`config.mk`:
```
export PLATFORM = sky130hd
export DESIGN_NAME = depth_frame_statistics
export DESIGN_NICKNAME = d
export VERILOG_FILES = /design/src/hw/rtl/dfs_pkg.sv /design/src/hw/rtl/dfs_accum.sv /design/src/hw/rtl/dfs_div.sv /design/src/hw/rtl/depth_frame_statistics.sv
export SDC_FILE = /design/constraint.sdc
export NUM_CORES = 1
export LEC_CHECK = 0
export BUFFER_PORTS_ARGS = -buffer_cell sky130_fd_sc_hd__buf_2
export CAP_MARGIN = 10
export CORE_ASPECT_RATIO = 0.5
export CORE_MARGIN = 2
export CORE_UTILIZATION = 67
export DETAILED_ROUTE_END_ITERATION = 10
export PLACE_DENSITY_LB_ADDON = 0.15
export SETUP_SLACK_MARGIN = 0.3
export SYNTH_ARGS = -nofsm -noshare
export SYNTH_HDL_FRONTEND = slang
export SYNTH_SLANG_ARGS = --single-unit
```
`constraint.sdc`:
```
create_clock -name clk -period 12.9 [get_ports clk]
set_input_delay 0 -clock clk [delete_from_list [all_inputs] [get_ports clk]]
set_output_delay 0 -clock clk [all_outputs]
set_load 0.02 [all_outputs]
```
`src/hw/rtl/dfs_pkg.sv`:
```
package dfs_pkg;

    localparam int unsigned DEPTH_W  = 12;
    localparam int unsigned MIN_W    = 13;
    localparam int unsigned COUNT_W  = 20;
    localparam int unsigned SUM_W    = 31;
    localparam int unsigned MEAN_W   = 16;
    localparam int unsigned FRAC_W   = 4;
    // numerator of the mean: sum * 16 plus half the count
    localparam int unsigned NUM_W    = SUM_W + FRAC_W + 1;

    localparam int unsigned MAX_PIXELS_DEFAULT = 524288;

    localparam logic [MIN_W-1:0]   MIN_RESET = 13'd4096;
    localparam logic [SUM_W-1:0]   SUM_MAX   = {SUM_W{1'b1}};
    localparam logic [MEAN_W-1:0]  MEAN_MAX  = {MEAN_W{1'b1}};

    typedef struct packed {
        logic [DEPTH_W-1:0] depth;
        logic               frame_end;
    } pixel_t;

    typedef struct packed {
        logic [DEPTH_W-1:0] max_depth;
        logic [MIN_W-1:0]   min_nonzero_depth;
        logic [COUNT_W-1:0] nonzero_count;
        logic [MEAN_W-1:0]  mean_depth;
    } frame_stats_t;

    // running totals of the frame so far, current pixel included
    typedef struct packed {
        logic [DEPTH_W-1:0] max_depth;
        logic [MIN_W-1:0]   min_depth;
        logic [COUNT_W-1:0] count;
        logic [SUM_W-1:0]   sum;
    } running_t;

    typedef struct packed {
        logic busy;
        logic done;
    } div_status_t;

endpackage

```
`src/hw/rtl/dfs_accum.sv`:
```
module dfs_accum #(
    parameter int unsigned MAX_PIXELS = dfs_pkg::MAX_PIXELS_DEFAULT
) (
    input  logic              clk,
    input  logic              rst_n,
    input  logic              en,
    input  dfs_pkg::pixel_t   pixel,
    output dfs_pkg::running_t totals
);
    import dfs_pkg::*;

    localparam longint unsigned COUNT_FIELD_MAX = (64'd1 << COUNT_W) - 64'd1;
    localparam longint unsigned LIMIT_FULL =
        (MAX_PIXELS > COUNT_FIELD_MAX) ? COUNT_FIELD_MAX : MAX_PIXELS;
    localparam logic [COUNT_W-1:0] COUNT_LIMIT = LIMIT_FULL[COUNT_W-1:0];

    running_t         run_reg;
    logic [SUM_W:0]   sum_wide;

    always_comb
    begin
        totals   = run_reg;
        sum_wide = {1'b0, run_reg.sum} + {{(SUM_W+1-DEPTH_W){1'b0}}, pixel.depth};
        if (pixel.depth > run_reg.max_depth)
        begin
            totals.max_depth = pixel.depth;
        end
        if (pixel.depth != '0)
        begin
            if ({1'b0, pixel.depth} < run_reg.min_depth)
            begin
                totals.min_depth = {1'b0, pixel.depth};
            end
            if (run_reg.count < COUNT_LIMIT)
            begin
                totals.count = run_reg.count + 1'b1;
            end
            // saturate the sum at its field maximum
            totals.sum = sum_wide[SUM_W] ? SUM_MAX : sum_wide[SUM_W-1:0];
        end
    end

    always_ff @(posedge clk or negedge rst_n)
    begin
        if (!rst_n)
        begin
            run_reg.max_depth <= '0;
            run_reg.min_depth <= MIN_RESET;
            run_reg.count     <= '0;
            run_reg.sum       <= '0;
        end
        else if (en)
        begin
            if (pixel.frame_end)
            begin
                // drop the totals, start the next frame afresh
                run_reg.max_depth <= '0;
                run_reg.min_depth <= MIN_RESET;
                run_reg.count     <= '0;
                run_reg.sum       <= '0;
            end
            else
            begin
                run_reg <= totals;
            end
        end
    end

endmodule

```
`src/hw/rtl/dfs_div.sv`:
```
module dfs_div (
    input  logic                          clk,
    input  logic                          rst_n,
    input  logic                          start,
    input  logic [dfs_pkg::SUM_W-1:0]     sum,
    input  logic [dfs_pkg::COUNT_W-1:0]   count,
    output dfs_pkg::div_status_t          status,
    output logic [dfs_pkg::MEAN_W-1:0]    mean
);
    import dfs_pkg::*;

    localparam int unsigned STEP_W = $clog2(NUM_W);

    logic [NUM_W-1:0]   num_reg;
    logic [COUNT_W:0]   rem_reg;
    logic [COUNT_W-1:0] div_reg;
    logic [STEP_W-1:0]  step_reg;
    logic               busy_reg;
    logic               done_reg;

    logic [COUNT_W:0]   rem_shift;
    logic               fits;
    logic [NUM_W-1:0]   num_start;

    assign num_start = {1'b0, sum, {FRAC_W{1'b0}}}
                     + {{(NUM_W-COUNT_W+1){1'b0}}, count[COUNT_W-1:1]};
    assign rem_shift = {rem_reg[COUNT_W-1:0], num_reg[NUM_W-1]};
    assign fits      = rem_shift >= {1'b0, div_reg};

    always_ff @(posedge clk or negedge rst_n)
    begin
        if (!rst_n)
        begin
            busy_reg <= 1'b0;
            done_reg <= 1'b0;
            step_reg <= '0;
        end
        else
        begin
            done_reg <= 1'b0;
            if (start)
            begin
                busy_reg <= 1'b1;
                step_reg <= STEP_W'(NUM_W - 1);
            end
            else if (busy_reg)
            begin
                step_reg <= step_reg - 1'b1;
                if (step_reg == '0)
                begin
                    busy_reg <= 1'b0;
                    done_reg <= 1'b1;
                end
            end
        end
    end

    // one restoring step per cycle; quotient bits shift in behind the numerator
    always_ff @(posedge clk)
    begin
        if (start)
        begin
            num_reg <= num_start;
            rem_reg <= '0;
            div_reg <= count;
        end
        else if (busy_reg)
        begin
            rem_reg <= fits ? (rem_shift - {1'b0, div_reg}) : rem_shift;
            num_reg <= {num_reg[NUM_W-2:0], fits};
        end
    end

    assign status.busy = busy_reg;
    assign status.done = done_reg;
    assign mean = (|num_reg[NUM_W-1:MEAN_W]) ? MEAN_MAX : num_reg[MEAN_W-1:0];

endmodule

```
`src/hw/rtl/depth_frame_statistics.sv`:
```
// Depth frame statistics.
// Pixels enter on the pixel channel (valid/ready), one transaction per pixel,
// with frame_end set on the last pixel of each frame. Ordinary pixels are
// taken at one per cycle while pixel_ready is high: the running maximum,
// nonzero minimum, nonzero count and nonzero sum update as each is taken.
// The last pixel of a frame closes the frame: its totals are captured and the
// running state cleared, then the mean (sum*16/count, rounded, 12.4 format)
// is worked out by a restoring divider, one quotient bit per cycle. The frame
// result then passes through the hold state and the output register to the
// stats channel; a frame with no nonzero pixel skips the divider.
// While the divider runs and until the result is in the output register,
// pixel_ready is low; after that the next frame's pixels flow again even if
// the result still waits to be taken.
// A stalled receiver holds the result in the output register; a further
// frame end then waits in the hold state until the register frees.
// Reset clears the running totals to their empty-frame values (maximum 0,
// minimum 4096, count and sum 0) and empties the output register.
module depth_frame_statistics #(
    parameter int unsigned MAX_PIXELS = dfs_pkg::MAX_PIXELS_DEFAULT
) (
    input  logic                  clk,
    input  logic                  rst_n,
    input  logic                  pixel_valid,
    output logic                  pixel_ready,
    input  dfs_pkg::pixel_t       pixel,
    output logic                  stats_valid,
    input  logic                  stats_ready,
    output dfs_pkg::frame_stats_t stats
);
    import dfs_pkg::*;

    typedef enum logic [1:0] {
        ST_IDLE,
        ST_DIVIDE,
        ST_HOLD
    } state_t;

    state_t             state_reg;
    logic               out_valid_reg;
    frame_stats_t       out_reg;
    frame_stats_t       hold_reg;

    logic               pixel_fire;
    logic               frame_fire;
    logic               div_start;
    logic               out_free;
    running_t           totals;
    div_status_t        div_status;
    logic [MEAN_W-1:0]  div_mean;

    assign pixel_ready = (state_reg == ST_IDLE);
    assign pixel_fire  = pixel_valid && pixel_ready;
    assign frame_fire  = pixel_fire && pixel.frame_end;
    assign div_start   = frame_fire && (totals.count != '0);
    assign out_free    = !out_valid_reg || stats_ready;

    dfs_accum #(
        .MAX_PIXELS (MAX_PIXELS)
    ) u_accum (
        .clk    (clk),
        .rst_n  (rst_n),
        .en     (pixel_fire),
        .pixel  (pixel),
        .totals (totals)
    );

    dfs_div u_div (
        .clk    (clk),
        .rst_n  (rst_n),
        .start  (div_start),
        .sum    (totals.sum),
        .count  (totals.count),
        .status (div_status),
        .mean   (div_mean)
    );

    always_ff @(posedge clk or negedge rst_n)
    begin
        if (!rst_n)
        begin
            state_reg     <= ST_IDLE;
            out_valid_reg <= 1'b0;
        end
        else
        begin
            // load a new result when the output register can take it,
            // otherwise drop the result once the receiver takes it
            if (state_reg == ST_HOLD && out_free)
            begin
                out_valid_reg <= 1'b1;
            end
            else if (out_valid_reg && stats_ready)
            begin
                out_valid_reg <= 1'b0;
            end
            unique case (state_reg)
                ST_IDLE:
                begin
                    if (frame_fire)
                    begin
                        state_reg <= (totals.count != '0) ? ST_DIVIDE : ST_HOLD;
                    end
                end
                ST_DIVIDE:
                begin
                    if (div_status.done)
                    begin
                        state_reg <= ST_HOLD;
                    end
                end
                ST_HOLD:
                begin
                    // advance only when the output register can take the result
                    if (out_free)
                    begin
                        state_reg <= ST_IDLE;
                    end
                end
                default:
                begin
                    state_reg <= ST_IDLE;
                end
            endcase
        end
    end

    // payload registers: frame totals and the output register
    always_ff @(posedge clk)
    begin
        if (frame_fire)
        begin
            hold_reg.max_depth         <= totals.max_depth;
            hold_reg.min_nonzero_depth <= totals.min_depth;
            hold_reg.nonzero_count     <= totals.count;
            hold_reg.mean_depth        <= '0;
        end
        else if (state_reg == ST_DIVIDE && div_status.done)
        begin
            hold_reg.mean_depth <= div_mean;
        end
        if (state_reg == ST_HOLD && out_free)
        begin
            out_reg <= hold_reg;
        end
    end

    assign stats_valid = out_valid_reg;
    assign stats       = out_reg;

    // no pixel may be taken while the divider works on a frame
    assert property (@(posedge clk) disable iff (!rst_n)
        div_status.busy |-> !pixel_ready)
    else $error("pixel taken while divider busy");

    // an empty frame reports the reset minimum and a zero mean
    assert property (@(posedge clk) disable iff (!rst_n)
        (stats_valid && stats.nonzero_count == '0) |->
            (stats.min_nonzero_depth == MIN_RESET && stats.mean_depth == '0
             && stats.max_depth == '0))
    else $error("empty frame result inconsistent");

    // a frame with nonzero pixels has a minimum no larger than its maximum
    assert property (@(posedge clk) disable iff (!rst_n)
        (stats_valid && stats.nonzero_count != '0) |->
            (stats.min_nonzero_depth <= {1'b0, stats.max_depth}
             && stats.min_nonzero_depth != '0))
    else $error("nonzero frame min/max inconsistent");

    // a divider start, taken only from the idle state on a frame end, leads to the divide state with the divider busy
    assert property (@(posedge clk) disable iff (!rst_n)
        div_start |=> (state_reg == ST_DIVIDE && div_status.busy))
    else $error("divider start without divide state");

endmodule
```
==> results.cfg <==
[floorplan]
core.rowCount = 39
die_h_um = 111
io_pins = 80
start_util_pct = 67.7
die-width_um = 218
dieArea_um2 = 24100
coreArea_um2 = 22600

[timing]
rsz0062_at_grt = false
fmax_ghz = 0.162
final_max_slew_viol_count = 0
period_needed_ps = 6170
fin_crit_sh_pct = 47.8
setup_violations = 0
clock_skew_ps = 17.6
relSlewSlack_pct = 18.8
fin_hold_ws_ps = 15.0
hold_viol_final = 0
tightest_slew_ps = 1210
tns_ps = 0

[clocking]
cts_sinks = 285
ctsHtreeMaxLevel = 1
clock_path_buffers = 3
cts_root_buf = clkbuf_16
cts_buffers = 25
clk_latency_ps = 560
clk_transition_reported_paths_ps = 70
cts_tree = yes

[yosys]
synth_cell_types = 80
ys_seq_area_share_pct = 50.8
syn_nets = 1518
synth_area_um2 = 15300
netlist.area_leader.share_pct = 31.8
synth_edf_count = 162
dominantRegCellSynth = edfxtp_1
async_flop_share_pct = 30.5
yosys_warnings = 0
syn_inst = 1425
syn_avg_cell_area_um2 = 10.7
synthTopCellsByArea = edfxtp_1 (32%), dfrtp_1 (14%), ha_1 (6.0%)
yosysTopAreaCell = edfxtp_1
ys_seq_elements = 285

[power_and_ir_drop]
switching_share_pct = 21.0
pwr_density_cell_nw_per_um2 = 107
p_leak_nw = 6.90
finalPower_w = 0.00181
p_comb_share_pct = 2.9
power_frac_seq_pct = 52.8
pwr-share-clk_pct = 44.3
p_switching_w = 0.000380
vdd_drop_max_v = 0.000147
cellInternalPower_w = 0.00143

[critical_path]
cp_max_fo = 24
crit_chain = ha_1 > a2111oi_2 > o21ai_1 > a311oi_2 > or3_1 > nand3_1 > ha_1 > fa_1 > a21o_1 > a211oi_1 > a21oi_1 > o31a_1 > o221ai_1 > a21oi_1 > nand3_1 > or4_1 > nand3_1
critPathSlowestCell = or3_1
slowest_delay_ps = 770
cp-startpoint = u_accum.run_reg[4]
cp_data_arrival_time_ps = 6470
worst_ep_required_time_ps = 13200
end_kind = flop
crit_buf_inv = 0
reg2reg_from = u_accum.run_reg[4]
crit_type = reg -> reg
worst_setup_path_start_kind = flop
cpMostUsedCell = nand3_1
ff2ff_setup_slack_ps = 6730
cp_top_family = compound AO/OA/AOI/OAI gates

[global_route]
grt_pass1_wl_um = 60300
grt_max_degree = 69
grt_pass1_vias = 11100
grtUsageTotal_pct = 32.0
antenna_found_initial = 0
overflow = 0

[placement]
dp_hpwl_um = 25800
gp_congestion = 0.923
dp_cells = 1748
dpl_cell_area_um2 = 15900
io_buffers = 79

[routing]
routedWlPerCell_um = 21.0
ant_nets = 0
firstDrtPassIters = 6
detail_route.iter0.violations = 1241
viasPerCell = 6.48
vias = 11700
finalWirelength_um = 38100
drcViolationCount = 0

[layout]
design_area_um2 = 16900
final_common_cell = edfxtp_1
layout.cells.non_filler = 1812
largest_reg_flops = 76
final_cell_mix = edfxtp_1 (162), nand2_1 (115), nor2_1 (94)
nNetsFinal = 1579
num_antenna_cells = 0
syn2layout_area_growth_pct = 10.7
drive_above_1_share_pct = 14.0

[outcome]
status = complete, no violations

[worst_hold_path]
hp-class = in -> async

[flow_run]
cap_viol_max_count = 0
routing by layer:
layer / track usage (%) / wire (um)
met1: 46.4 / 16600
met2: 49.6 / 17200
met3: 6.26 / 3450
met4: 8.40 / 895
met5: 0 / 0
cell type report:
type / instances / area, um^2
flip-flops and latches: 285 / 7760
multi-input cells: 996 / 6970
fillers: 1500 / 5680
repair buffers: 111 / 688
clock buffers: 34 / 679
well taps: 307 / 384
inverters: 67 / 251
clock inverters: 12 / 184
cells in the mapped netlist (all sizes together), types with 14 or more instances:
cell	number
a22o	43
nand3	45
o221a	17
nor4	23
dfrtp	86
nor3	44
dfxtp	36
a21o	23
nand2	116
inv	66
mux2i	15
o21ai	69
xor2	22
xnor2	45
a21oi	64
o211ai	14
nand2b	15
a311o	14
or4	15
ha	73
mux2	39
clkbuf	53
a211oi	26
nand4	18
nor2	95
buf	24
edfxtp	162
power by group through the flow:
stage | clock network (W) | registers, W | logic, W
after floorplan | 0 | 0.000974 | 0.0000253
after global placement | 0 | 0.000974 | 0.0000468
after detailed placement | 0 | 0.000974 | 0.0000482
after CTS | 0.000810 | 0.000955 | 0.0000521
after global routing | 0.000845 | 0.000954 | 0.0000580
final | 0.000802 | 0.000955 | 0.0000530
final timing paths:
| kind | cells after the start | to |
|---|---|---|
| worst min register to register | 0 | stats[25] |
| worst min-delay path | 2 | u_accum.run_reg[73] |
| max in group asynchronous | 3 | u_div.step_reg[4] |
| worst max-delay path | 17 | u_div.num_reg[30] |
| worst max register to register | 17 | u_div.num_reg[30] |
| min in group clk | 4 | stats_valid |
logic make-up (layout without fill, tap and decap cells):
logic type               count (synthesis)  count (layout)  synth area share (%)
flip-flops                             285             285                  50.8
XOR/XNOR                                67              67                  3.84
adder cells (fa/ha/maj)                 76              76                  6.37
multiplexers                            54              54                  3.86
AO/OA/AOI/OAI                          350             350                  16.5
buffers and inverters                  144             224                  3.78
AND/OR/NAND/NOR                        449             449                  14.9
worst register-to-register path: stages (launching register included):
cell and delay [ps]:
dfrtp_1 400, ha_1 360, a2111oi_2 410, o21ai_1 260, a311oi_2 690, or3_1 780, nand3_1 240, ha_1 300
fa_1 420, a21o_1 230, a211oi_1 330, a21oi_1 160, o31a_1 320, o221ai_1 250, a21oi_1 150, nand3_1 350
or4_1 180, nand3_1 90
metrics by stage:
step	util, %	setup slack (ps)
final	74.9	6730
after global routing	74.9	6360
after CTS	74.7	6830
after detailed placement	70.2	6850
after global placement	70.2	7040
after floorplan	-	7440
what timing repair did:
action | CTS | global route
endpoints found under the hold margin | 80 | 9
hold buffers | 15 | 1
setup buffers | 0 | 0
gates resized for setup | 0 | 0
(Power assumes the default switching activity.)
